==> config.mk <==
export PLATFORM = sky130hd
export DESIGN_NAME = pwm_capture_duty_frequency
export DESIGN_NICKNAME = d
export VERILOG_FILES = /design/src/rtl/pcdf_pkg.sv /design/src/rtl/pcdf_div.sv /design/src/rtl/pcdf_seq.sv /design/src/rtl/pwm_capture_duty_frequency.sv
export VERILOG_INCLUDE_DIRS = /design/src /design/src/rtl
export SDC_FILE = /design/constraint.sdc
export NUM_CORES = 1
export LEC_CHECK = 0
export ABC_AREA = 1
export BUFFER_PORTS_ARGS = -buffer_cell sky130_fd_sc_hd__buf_2
export CORE_MARGIN = 5
export CORE_UTILIZATION = 40
export DETAILED_ROUTE_END_ITERATION = 10
export HOLD_SLACK_MARGIN = 0.15
export SYNTH_ARGS = -nofsm -noshare
export SYNTH_HDL_FRONTEND = slang
export SYNTH_SLANG_ARGS = --single-unit
==> constraint.sdc <==
create_clock -name clk -period 7.2 [get_ports clk]
set_clock_uncertainty 0.05 [all_clocks]
set_input_delay 0.72 -clock clk [delete_from_list [all_inputs] [get_ports clk]]
set_output_delay 0.72 -clock clk [all_outputs]
set_load 0.01 [all_outputs]
==> src/rtl/pwm_capture_duty_frequency_macros.svh <==
// Assertion macros for the PWM capture measurer.
// Used by the top level; no other dependencies.
`ifndef PWM_CAPTURE_DUTY_FREQUENCY_MACROS_SVH
`define PWM_CAPTURE_DUTY_FREQUENCY_MACROS_SVH

`ifndef SYNTHESIS
// Implication checked at the same edge.
`define PCDF_ASSERT_NOW(label, clk, rst_n, ante, cons) \
    label: assert property (@(posedge clk) disable iff (!rst_n) (ante) |-> (cons)) \
        else $error("pcdf assertion failed");
// Implication checked at the following edge.
`define PCDF_ASSERT_NEXT(label, clk, rst_n, ante, cons) \
    label: assert property (@(posedge clk) disable iff (!rst_n) (ante) |=> (cons)) \
        else $error("pcdf assertion failed");
`else
`define PCDF_ASSERT_NOW(label, clk, rst_n, ante, cons)
`define PCDF_ASSERT_NEXT(label, clk, rst_n, ante, cons)
`endif

`endif

==> src/rtl/pcdf_pkg.sv <==
// Shared types and constants of the PWM capture measurer.
// No dependencies; used by every RTL module of the block.
package pcdf_pkg;

    localparam int TIME_W = 16;  // capture time and tick count fields
    localparam int TICK_W = 24;  // tick rate, frequency, divider dividend
    localparam int DUTY_W = 7;

    localparam logic [TICK_W-1:0] TICK_HZ_RESET = 24'd1000000;
    localparam logic [DUTY_W-1:0] PERCENT       = 7'd100;

    localparam logic ACT_START = 1'b0;
    localparam logic ACT_EDGE  = 1'b1;

    typedef struct packed {
        logic              action;
        logic              edge_rising;
        logic [TIME_W-1:0] capture_time;
    } cmd_t;

    typedef struct packed {
        logic [TICK_W-1:0] frequency;
        logic [DUTY_W-1:0] duty_percent;
        logic [TIME_W-1:0] high_ticks;
        logic [TIME_W-1:0] low_ticks;
        logic              period_error;
    } rsp_t;

    // Measurement phase
    typedef enum logic [1:0] {
        PH_IDLE  = 2'd0,
        PH_RISE1 = 2'd1,
        PH_FALL  = 2'd2,
        PH_RISE2 = 2'd3
    } phase_t;

    // Sequencer state
    typedef enum logic [2:0] {
        ST_IDLE,
        ST_MUL,
        ST_FREQ,
        ST_DUTY,
        ST_DONE
    } seq_state_t;

    typedef struct packed {
        logic              start;
        logic [TICK_W-1:0] dividend;
    } div_req_t;

    typedef struct packed {
        logic              done;
        logic [TICK_W-1:0] quotient;
    } div_rsp_t;

endpackage

==> src/rtl/pcdf_div.sv <==
// Shared restoring divider, one quotient bit per cycle.
// Depends on pcdf_pkg.
module pcdf_div #(
    parameter int DVW = 17
) (
    input  logic                clk,
    input  logic                rst_n,
    input  pcdf_pkg::div_req_t  req,
    input  logic [DVW-1:0]      divisor,
    output pcdf_pkg::div_rsp_t  rsp
);

    localparam int CNT_W = $clog2(pcdf_pkg::TICK_W + 1);

    logic [pcdf_pkg::TICK_W-1:0] quo_reg, quo_next;
    logic [DVW-1:0]              rem_reg, rem_next;
    logic [DVW-1:0]              dvs_reg, dvs_next;
    logic [CNT_W-1:0]            cnt_reg, cnt_next;
    logic                        run_reg, run_next;
    logic                        done_reg, done_next;

    logic [DVW:0] trial;
    logic [DVW:0] diff;
    logic         fits;

    assign trial = {rem_reg, quo_reg[pcdf_pkg::TICK_W-1]};
    assign diff  = trial - {1'b0, dvs_reg};
    assign fits  = (trial >= {1'b0, dvs_reg});

    always_comb
    begin
        quo_next  = quo_reg;
        rem_next  = rem_reg;
        dvs_next  = dvs_reg;
        cnt_next  = cnt_reg;
        run_next  = run_reg;
        done_next = 1'b0;
        if (req.start)
        begin
            quo_next = req.dividend;
            rem_next = '0;
            dvs_next = divisor;
            cnt_next = CNT_W'(pcdf_pkg::TICK_W);
            run_next = 1'b1;
        end
        else if (run_reg)
        begin
            rem_next = fits ? diff[DVW-1:0] : trial[DVW-1:0];
            quo_next = {quo_reg[pcdf_pkg::TICK_W-2:0], fits};
            cnt_next = cnt_reg - 1'b1;
            if (cnt_reg == CNT_W'(1))
            begin
                run_next  = 1'b0;
                done_next = 1'b1;
            end
        end
    end

    always_ff @(posedge clk or negedge rst_n)
    begin
        if (!rst_n)
        begin
            run_reg  <= 1'b0;
            done_reg <= 1'b0;
            cnt_reg  <= '0;
        end
        else
        begin
            run_reg  <= run_next;
            done_reg <= done_next;
            cnt_reg  <= cnt_next;
        end
    end

    always_ff @(posedge clk)
    begin
        quo_reg <= quo_next;
        rem_reg <= rem_next;
        dvs_reg <= dvs_next;
    end

    assign rsp.done     = done_reg;
    assign rsp.quotient = quo_reg;

endmodule

==> src/rtl/pcdf_seq.sv <==
// Edge tracking and result sequencer; drives the shared divider.
// Depends on pcdf_pkg.
module pcdf_seq #(
    parameter int TW = 16
) (
    input  logic                          clk,
    input  logic                          rst_n,
    input  logic                          cmd_valid,
    output logic                          cmd_stall,
    input  pcdf_pkg::cmd_t                cmd,
    output logic                          rsp_valid,
    input  logic                          rsp_stall,
    output pcdf_pkg::rsp_t                rsp,
    input  logic [pcdf_pkg::TICK_W-1:0]   tick_hz,
    output pcdf_pkg::div_req_t            div_req,
    output logic [TW:0]                   div_divisor,
    input  pcdf_pkg::div_rsp_t            div_rsp
);

    localparam int PROD_W = TW + pcdf_pkg::DUTY_W;

    pcdf_pkg::seq_state_t state_reg, state_next;
    pcdf_pkg::phase_t     phase_reg, phase_next;

    logic [TW-1:0]     rise_reg, rise_next;
    logic [TW-1:0]     fall_reg, fall_next;
    logic [TW-1:0]     high_reg, high_next;
    logic [TW-1:0]     low_reg, low_next;
    logic [PROD_W-1:0] prod_reg, prod_next;
    logic [pcdf_pkg::TICK_W-1:0] freq_reg, freq_next;
    logic [pcdf_pkg::DUTY_W-1:0] duty_reg, duty_next;
    logic              err_reg, err_next;
    logic              rsp_valid_reg, rsp_valid_next;
    pcdf_pkg::rsp_t    rsp_reg, rsp_next;

    logic [TW-1:0]     t;
    logic [TW:0]       period;
    logic [PROD_W-1:0] prod_full;
    logic              accept;

    assign t         = cmd.capture_time[TW-1:0];
    assign period    = {1'b0, high_reg} + {1'b0, low_reg};
    assign prod_full = {{pcdf_pkg::DUTY_W{1'b0}}, high_reg}
                     * {{TW{1'b0}}, pcdf_pkg::PERCENT};
    assign cmd_stall = (state_reg != pcdf_pkg::ST_IDLE);
    assign accept    = cmd_valid && !cmd_stall;

    assign div_divisor = period;

    always_comb
    begin
        state_next     = state_reg;
        phase_next     = phase_reg;
        rise_next      = rise_reg;
        fall_next      = fall_reg;
        high_next      = high_reg;
        low_next       = low_reg;
        prod_next      = prod_reg;
        freq_next      = freq_reg;
        duty_next      = duty_reg;
        err_next       = err_reg;
        rsp_next       = rsp_reg;
        rsp_valid_next = rsp_valid_reg && rsp_stall;
        div_req.start    = 1'b0;
        div_req.dividend = tick_hz;

        unique case (state_reg)
            pcdf_pkg::ST_IDLE:
            begin
                if (accept)
                begin
                    if (cmd.action == pcdf_pkg::ACT_START)
                    begin
                        phase_next = pcdf_pkg::PH_RISE1;
                    end
                    else
                    begin
                        unique case (phase_reg)
                            pcdf_pkg::PH_RISE1:
                            begin
                                if (cmd.edge_rising)
                                begin
                                    rise_next  = t;
                                    phase_next = pcdf_pkg::PH_FALL;
                                end
                            end
                            pcdf_pkg::PH_FALL:
                            begin
                                if (!cmd.edge_rising)
                                begin
                                    fall_next  = t;
                                    phase_next = pcdf_pkg::PH_RISE2;
                                end
                            end
                            pcdf_pkg::PH_RISE2:
                            begin
                                if (cmd.edge_rising)
                                begin
                                    high_next  = fall_reg - rise_reg;
                                    low_next   = t - fall_reg;
                                    phase_next = pcdf_pkg::PH_IDLE;
                                    state_next = pcdf_pkg::ST_MUL;
                                end
                            end
                            pcdf_pkg::PH_IDLE:
                            begin
                                // edges ignored until started
                            end
                        endcase
                    end
                end
            end
            pcdf_pkg::ST_MUL:
            begin
                prod_next = prod_full;
                if (period == '0)
                begin
                    freq_next  = '0;
                    duty_next  = '0;
                    err_next   = 1'b1;
                    state_next = pcdf_pkg::ST_DONE;
                end
                else
                begin
                    err_next      = 1'b0;
                    div_req.start = 1'b1;
                    state_next    = pcdf_pkg::ST_FREQ;
                end
            end
            pcdf_pkg::ST_FREQ:
            begin
                div_req.dividend = pcdf_pkg::TICK_W'(prod_reg);
                if (div_rsp.done)
                begin
                    freq_next     = div_rsp.quotient;
                    div_req.start = 1'b1;
                    state_next    = pcdf_pkg::ST_DUTY;
                end
            end
            pcdf_pkg::ST_DUTY:
            begin
                if (div_rsp.done)
                begin
                    duty_next  = div_rsp.quotient[pcdf_pkg::DUTY_W-1:0];
                    state_next = pcdf_pkg::ST_DONE;
                end
            end
            pcdf_pkg::ST_DONE:
            begin
                if (!rsp_valid_reg || !rsp_stall)
                begin
                    rsp_next.frequency    = freq_reg;
                    rsp_next.duty_percent = duty_reg;
                    rsp_next.high_ticks   = pcdf_pkg::TIME_W'(high_reg);
                    rsp_next.low_ticks    = pcdf_pkg::TIME_W'(low_reg);
                    rsp_next.period_error = err_reg;
                    rsp_valid_next        = 1'b1;
                    state_next            = pcdf_pkg::ST_IDLE;
                end
            end
        endcase
    end

    always_ff @(posedge clk or negedge rst_n)
    begin
        if (!rst_n)
        begin
            state_reg     <= pcdf_pkg::ST_IDLE;
            phase_reg     <= pcdf_pkg::PH_IDLE;
            rsp_valid_reg <= 1'b0;
        end
        else
        begin
            state_reg     <= state_next;
            phase_reg     <= phase_next;
            rsp_valid_reg <= rsp_valid_next;
        end
    end

    always_ff @(posedge clk)
    begin
        rise_reg <= rise_next;
        fall_reg <= fall_next;
        high_reg <= high_next;
        low_reg  <= low_next;
        prod_reg <= prod_next;
        freq_reg <= freq_next;
        duty_reg <= duty_next;
        err_reg  <= err_next;
        rsp_reg  <= rsp_next;
    end

    assign rsp_valid = rsp_valid_reg;
    assign rsp       = rsp_reg;

endmodule

==> src/rtl/pwm_capture_duty_frequency.sv <==
// PWM duty and frequency measurer from input-capture time stamps.
// Command request channel: cmd_valid / cmd_stall / cmd (pcdf_pkg::cmd_t).
//   action start arms the block; action edge delivers a captured edge.
//   The block waits for rise, fall, rise; wrong-polarity edges are dropped.
// Result request channel: rsp_valid / rsp_stall / rsp (pcdf_pkg::rsp_t).
//   One result per completed rise-fall-rise sequence.
// Config: tick_hz_we / tick_hz_wdata write the tick rate (reset 1000000).
// Sequence: a start or a non-completing edge leaves the block idle and ready
//   for the next command. The completing edge stalls the command side until
//   the result is loaded: the block registers high*100 and launches the
//   tick_hz/period division, then the high*100/period division, each giving
//   24 quotient bits on the single 1-bit-per-cycle divider, then loads the
//   result. A zero period skips both divisions.
// The result sits in an output register; further commands are taken while
//   it waits. A stalled receiver holds back the next result load, and the
//   command side stays stalled until that load goes through.
// Reset clears the phase to idle, drops any pending result and restores
//   tick_hz; a start request is needed before the first measurement.
// COUNT_WIDTH sets the capture counter width; times wrap at
//   2^min(COUNT_WIDTH,16). Depends on pcdf_pkg, pcdf_div, pcdf_seq, macros.
`include "pwm_capture_duty_frequency_macros.svh"

module pwm_capture_duty_frequency #(
    parameter int COUNT_WIDTH = 16
) (
    input  logic                        clk,
    input  logic                        rst_n,
    input  logic                        cmd_valid,
    output logic                        cmd_stall,
    input  pcdf_pkg::cmd_t              cmd,
    output logic                        rsp_valid,
    input  logic                        rsp_stall,
    output pcdf_pkg::rsp_t              rsp,
    input  logic                        tick_hz_we,
    input  logic [pcdf_pkg::TICK_W-1:0] tick_hz_wdata
);

    // effective timestamp width: capture field is only 16 bits wide
    localparam int TW = (COUNT_WIDTH < pcdf_pkg::TIME_W) ? COUNT_WIDTH
                                                          : pcdf_pkg::TIME_W;

    logic [pcdf_pkg::TICK_W-1:0] tick_hz_reg;
    pcdf_pkg::div_req_t          div_req;
    pcdf_pkg::div_rsp_t          div_rsp;
    logic [TW:0]                 div_divisor;

    // tick rate register, dividend of the frequency division
    always_ff @(posedge clk or negedge rst_n)
    begin
        if (!rst_n)
        begin
            tick_hz_reg <= pcdf_pkg::TICK_HZ_RESET;
        end
        else if (tick_hz_we)
        begin
            tick_hz_reg <= tick_hz_wdata;
        end
    end

    pcdf_seq #(
        .TW (TW)
    ) u_seq (
        .clk         (clk),
        .rst_n       (rst_n),
        .cmd_valid   (cmd_valid),
        .cmd_stall   (cmd_stall),
        .cmd         (cmd),
        .rsp_valid   (rsp_valid),
        .rsp_stall   (rsp_stall),
        .rsp         (rsp),
        .tick_hz     (tick_hz_reg),
        .div_req     (div_req),
        .div_divisor (div_divisor),
        .div_rsp     (div_rsp)
    );

    // shared divider for frequency and duty
    pcdf_div #(
        .DVW (TW + 1)
    ) u_div (
        .clk     (clk),
        .rst_n   (rst_n),
        .req     (div_req),
        .divisor (div_divisor),
        .rsp     (div_rsp)
    );

    // divider only runs while the command side is held off
    `PCDF_ASSERT_NOW(a_div_start_busy, clk, rst_n, div_req.start, cmd_stall)
    `PCDF_ASSERT_NOW(a_div_done_busy, clk, rst_n, div_rsp.done, cmd_stall)
    // a division never completes in the cycle after launch
    `PCDF_ASSERT_NEXT(a_div_multi, clk, rst_n, div_req.start, !div_rsp.done)
    // zero period reports zeros everywhere; otherwise duty stays in range
    `PCDF_ASSERT_NOW(a_err_zero, clk, rst_n, rsp_valid && rsp.period_error, (rsp.frequency == '0) && (rsp.duty_percent == '0) && (rsp.high_ticks == '0) && (rsp.low_ticks == '0))
    `PCDF_ASSERT_NOW(a_duty_range, clk, rst_n, rsp_valid && !rsp.period_error, rsp.duty_percent <= pcdf_pkg::PERCENT)

endmodule
==> impl_summary.md <==
Clock tree
The cell chosen for the clock root is sky130_fd_sc_hd__clkbuf_16. The post-CTS resize count is 0. The later pin in the worst-skew pair is clocked with a latency of 0.58 ns. The number of hold buffers added after CTS was 0.

The clock edge transition at the registers on the reported setup and hold paths is 0.06 ns. The maximum number of buffers from clock root to sink is 3. The number of clock sinks is between 200 and 300. CTS built an H-tree with a depth of 1. The number of buffers created by CTS is 30.

TritonCTS built the clock tree. The number of buffers inserted by post-CTS setup repair is 0.

Critical path
Together, buffers and inverters on the worst path number 2. The critical path launch point type is a register. Traced cell by cell, the critical path runs through ha_1 > nand2_1 > inv_1 > a21oi_1 > o21ai_0 > a21oi_1 > nand4_2 > nand2_4 > nand2_4 > inv_1 > nand2_1.

Along the worst path, the maximum fanout reaches 60. The critical register-to-register path endpoint is u_div.quo_reg[23]. The data required time of the critical path is 7.20 ns. On the worst path, the slowest cell contributes a delay of 0.65 ns. Data on the critical path arrives at its endpoint at 4.46 ns. The library cell contributing the largest single delay on the critical path is sky130_fd_sc_hd__nand2_1. Measured in cells, the most critical reg-to-reg path has a length of 11. The endpoint kind of the worst setup timing path is a register. The cell family contributing the most delay on the critical path is simple AND/OR/NAND/NOR gates. The startpoint identified for the worst register-to-register timing path is u_seq.high_reg[10]. In this run the register-to-register setup slack is 2.74 ns. The worst setup path is of the reg -> reg kind.

Yosys
In the synthesized netlist, the number of instances is 1530. The synthesized netlist occupies a cell area of roughly 0.015 sq mm. Dividing the synthesized area by the synthesized cell count gives about 9.7 sq um. The post-synthesis cell type count is 44. The synthesized net count is 1709. The fraction of synthesis flops using an asynchronous set or reset pin is 0.1341. The synthesized design contains 276 register bits. Counting flops with a built-in enable in the synthesized netlist gives roughly 220. For this run, the number of Yosys warnings is 0. For this run, the leading register cell type out of synthesis is sky130_fd_sc_hd__edfxtp_1. The proportion of synthesized chip area in sequential cells is 0.5345.

Routing
Dividing the detail-routed wire length by the instance count gives 15.40 um. The total detailed-routing wirelength is 33.04 mm. The total number of vias is 10240. For this block, the initial DRC count from the detailed router was between 600 and 700. The count of nets left with antenna violations after detail routing is 0. For this run, design rule violations remaining after detail routing come to 0. The first-pass iteration count of the detailed router is 5. In the routed layout, each cell is associated on average with a via count of between 4 and 5.

Timing
The relative slew slack is 0.2766. The count of endpoints failing hold in the final timing report is 0. Setup slack on the critical path of the routed design comes to approximately 2.7 ns.

The final count of negative-setup-slack endpoints is 0. The final cycle utilization of the critical path is 0.6194. At the pin with the least slew margin, the transition time is 1.082 ns.

Adding up every negative setup slack in the final design gives 0 ns. The final max-slew violation count is 0. The shortest clock period the worst path allows after layout is 4.459 ns. Setup repair after global routing left no endpoint under its margin. Static timing analysis puts the maximum clock frequency at roughly 0.22 GHz.

Die
The number of top-level pins is 113. The height of the chip is 202.7 um. After floorplanning, the core was sized to cover 0.03661 sq mm. The floorplan step set the die width to 202.7 um. The floorplan step defined a die boundary enclosing 0.04110 sq mm. The initialized floorplan defines 70 standard-cell rows. The starting density of the core is 0.4058.

GRT
The number of antenna violations at the first check in global routing is 2. The global-route wire length before repair is 53.29 mm. The via count of the first global-routing pass came to between 10000 and 15000. The remaining global-route overflow is 0. Entering global routing, the biggest net connects 65 pins. The total global-route track usage is 0.1593.

Power
The internal power consumption is 0.002950 W. Dividing total power by cell area gives a power density of 244.8 mW/mm^2. In this run the power spent charging and discharging nets is 0.001186 W. The proportion of power drawn by the clock network is 0.351.

Of the total power, combinational logic draws 0.192. The overall power is 0.004136 W. IR analysis of the VDD net gives a maximum drop of 178.8 uV.

Of the total power, registers draw 0.457. The switching power as a share of total power is 0.2867. The static leakage is about 7.8 nW.

Cells and area
The area growth from synthesis to layout is 13.72%. The repair_antennas step left the layout with diodes totalling 0. The finished layout holds 2146 standard cells, fillers aside. For this run, the post-layout net count is about 1800. In the final layout, the multi-input gates occupy just under 0.006 sq mm. The sequential cells in the finished layout cover a total of 0.007941 sq mm.

The finished layout cell area is 0.01690 sq mm. The share of final-layout standard cells stronger than drive strength 1 is 0.1269. The fill cell instance count of the final layout is approximately 3500. The flip-flop count of the largest register, all copies and words added is between 60 and 70.

Place
The worst setup timing slack at the placement stage is 2.702 ns. Buffers placed on the I/O ports in this run total ~110. The cell area after placement is 0.01594 sq mm. At the end of routability-driven placement, the weighted congestion stood at between 0.8 and 0.9. Once detailed placement completed, the half-perimeter wirelength came to 25.14 mm. In this run, placement finished with an instance count of 2090.

Outcome
The run finished with clean final reports.

Worst hold path
The type of the tightest min-delay check is in -> async.

Job
The count of max-cap constraint violations is 0.
## stage by stage
| stage | util | hold WS, ns |
|---|---|---|
| 4_1_cts | 0.4615 | 0.2411 |
| 3_5_place_dp | 0.4355 | 0.3552 |
| 6_report | 0.4615 | 0.2460 |
| 3_3_place_gp | 0.4355 | 0.3515 |
| 2_1_floorplan | - | 0.3503 |
| 5_1_grt | 0.4615 | 0.2761 |
## layout by cell type (no fill, tap or decap), types with 17 or more instances in the layout
master,count
sky130_fd_sc_hd__clkbuf_16,31
sky130_fd_sc_hd__o21ai_0,80
sky130_fd_sc_hd__nand3_1,74
sky130_fd_sc_hd__xnor2_1,26
sky130_fd_sc_hd__edfxtp_1,222
sky130_fd_sc_hd__nand2_1,326
sky130_fd_sc_hd__dfrtp_1,30
sky130_fd_sc_hd__xor2_1,32
sky130_fd_sc_hd__buf_2,112
sky130_fd_sc_hd__inv_1,270
sky130_fd_sc_hd__ha_1,117
sky130_fd_sc_hd__a21oi_1,83
sky130_fd_sc_hd__nor2_1,104
sky130_fd_sc_hd__dfxtp_1,17
## how the worst max path moves through the flow
stage                                  start           endpoint  slack, ns  cells after the start
after global placement    u_seq.high_reg[10]  u_div.quo_reg[20]       2.77                     11
after detailed placement  u_seq.high_reg[10]  u_div.quo_reg[16]       2.70                     11
after floorplan           u_seq.state_reg[0]       u_seq.rsp[0]       2.81                      5
final                     u_seq.high_reg[10]  u_div.quo_reg[23]       2.74                     11
after CTS                 u_seq.high_reg[10]  u_div.quo_reg[23]       2.64                     11
after global routing      u_seq.high_reg[10]   u_div.quo_reg[0]       2.20                     11
## cells in the mapped netlist (2+ instances only)
master                     number  area share
sky130_fd_sc_hd__ha_1         117       0.099
sky130_fd_sc_hd__o21ai_0       80       0.027
sky130_fd_sc_hd__nor3_2         2      0.0013
sky130_fd_sc_hd__a21oi_1       84       0.028
sky130_fd_sc_hd__buf_4          2      0.0010
sky130_fd_sc_hd__a31oi_1        3      0.0013
sky130_fd_sc_hd__nor2_1       106       0.027
sky130_fd_sc_hd__xor2_1        32       0.019
sky130_fd_sc_hd__fa_1          15       0.020
sky130_fd_sc_hd__xnor2_1       26       0.015
sky130_fd_sc_hd__buf_2          2     0.00067
sky130_fd_sc_hd__inv_1        270       0.068
sky130_fd_sc_hd__a21o_1         2      0.0010
sky130_fd_sc_hd__nand3b_1       7      0.0035
sky130_fd_sc_hd__nand4_1        7      0.0029
sky130_fd_sc_hd__nor2_2        12      0.0051
sky130_fd_sc_hd__buf_6          4      0.0030
sky130_fd_sc_hd__dfstp_2        7       0.012
sky130_fd_sc_hd__nand2_4        2      0.0015
sky130_fd_sc_hd__mux2_2         3      0.0023
sky130_fd_sc_hd__clkbuf_1      18      0.0045
sky130_fd_sc_hd__nand2_1      326       0.082
sky130_fd_sc_hd__a21boi_0       8      0.0040
sky130_fd_sc_hd__nand3_1       74       0.025
sky130_fd_sc_hd__dfxtp_1       17       0.023
sky130_fd_sc_hd__a22oi_1        4      0.0020
sky130_fd_sc_hd__o31ai_1        6      0.0030
sky130_fd_sc_hd__or2_2          7      0.0029
sky130_fd_sc_hd__nor3_1        10      0.0034
sky130_fd_sc_hd__nand2_2        3      0.0013
sky130_fd_sc_hd__dfrtp_1       30       0.051
sky130_fd_sc_hd__o21ai_1        3      0.0010
sky130_fd_sc_hd__edfxtp_1     222        0.45
sky130_fd_sc_hd__inv_2          4      0.0010
sky130_fd_sc_hd__and2_1         2     0.00084
sky130_fd_sc_hd__o21a_1         5      0.0025
## power by group through the flow
stage	logic [W]	clock network (W)	registers [W]
finish	0.000793	0.00145	0.00189
global route	0.000934	0.00157	0.00190
CTS	0.000798	0.00150	0.00189
detailed placement	0.000790	0	0.00192
global placement	0.000781	0	0.00192
floorplan	0.000632	0	0.00190
## routing by layer
layer | global-route usage | vias up | wire length, um
li1 | - | 5279 | -
met1 | 0.2174 | 4723 | 15140
met2 | 0.2693 | 192 | 15690
met3 | 0.02651 | 45 | 1668
met4 | 0.03443 | 4 | 521
met5 | 0 | - | 27
## final cells by class
| type | count | share of cell area |
|---|---|---|
| flip-flops and latches | 276 | 0.4700 |
| multi-input cells | 954 | 0.3422 |
| inverters | 274 | 0.06088 |
| clock buffers | 37 | 0.04784 |
| repair buffers | 118 | 0.03584 |
| well taps | 468 | 0.03466 |
| clock inverters | 19 | 0.008517 |
## cells by family after synthesis
| family | synth area share |
|---|---|
| adder cells (fa/ha/maj) | 0.1187 |
| buffers and inverters | 0.07849 |
| multiplexers | 0.002947 |
| XOR/XNOR | 0.03419 |
| AND/OR/NAND/NOR | 0.1582 |
| AO/OA/AOI/OAI | 0.07293 |
| flip-flops | 0.5345 |
(Power assumes the default switching activity.)
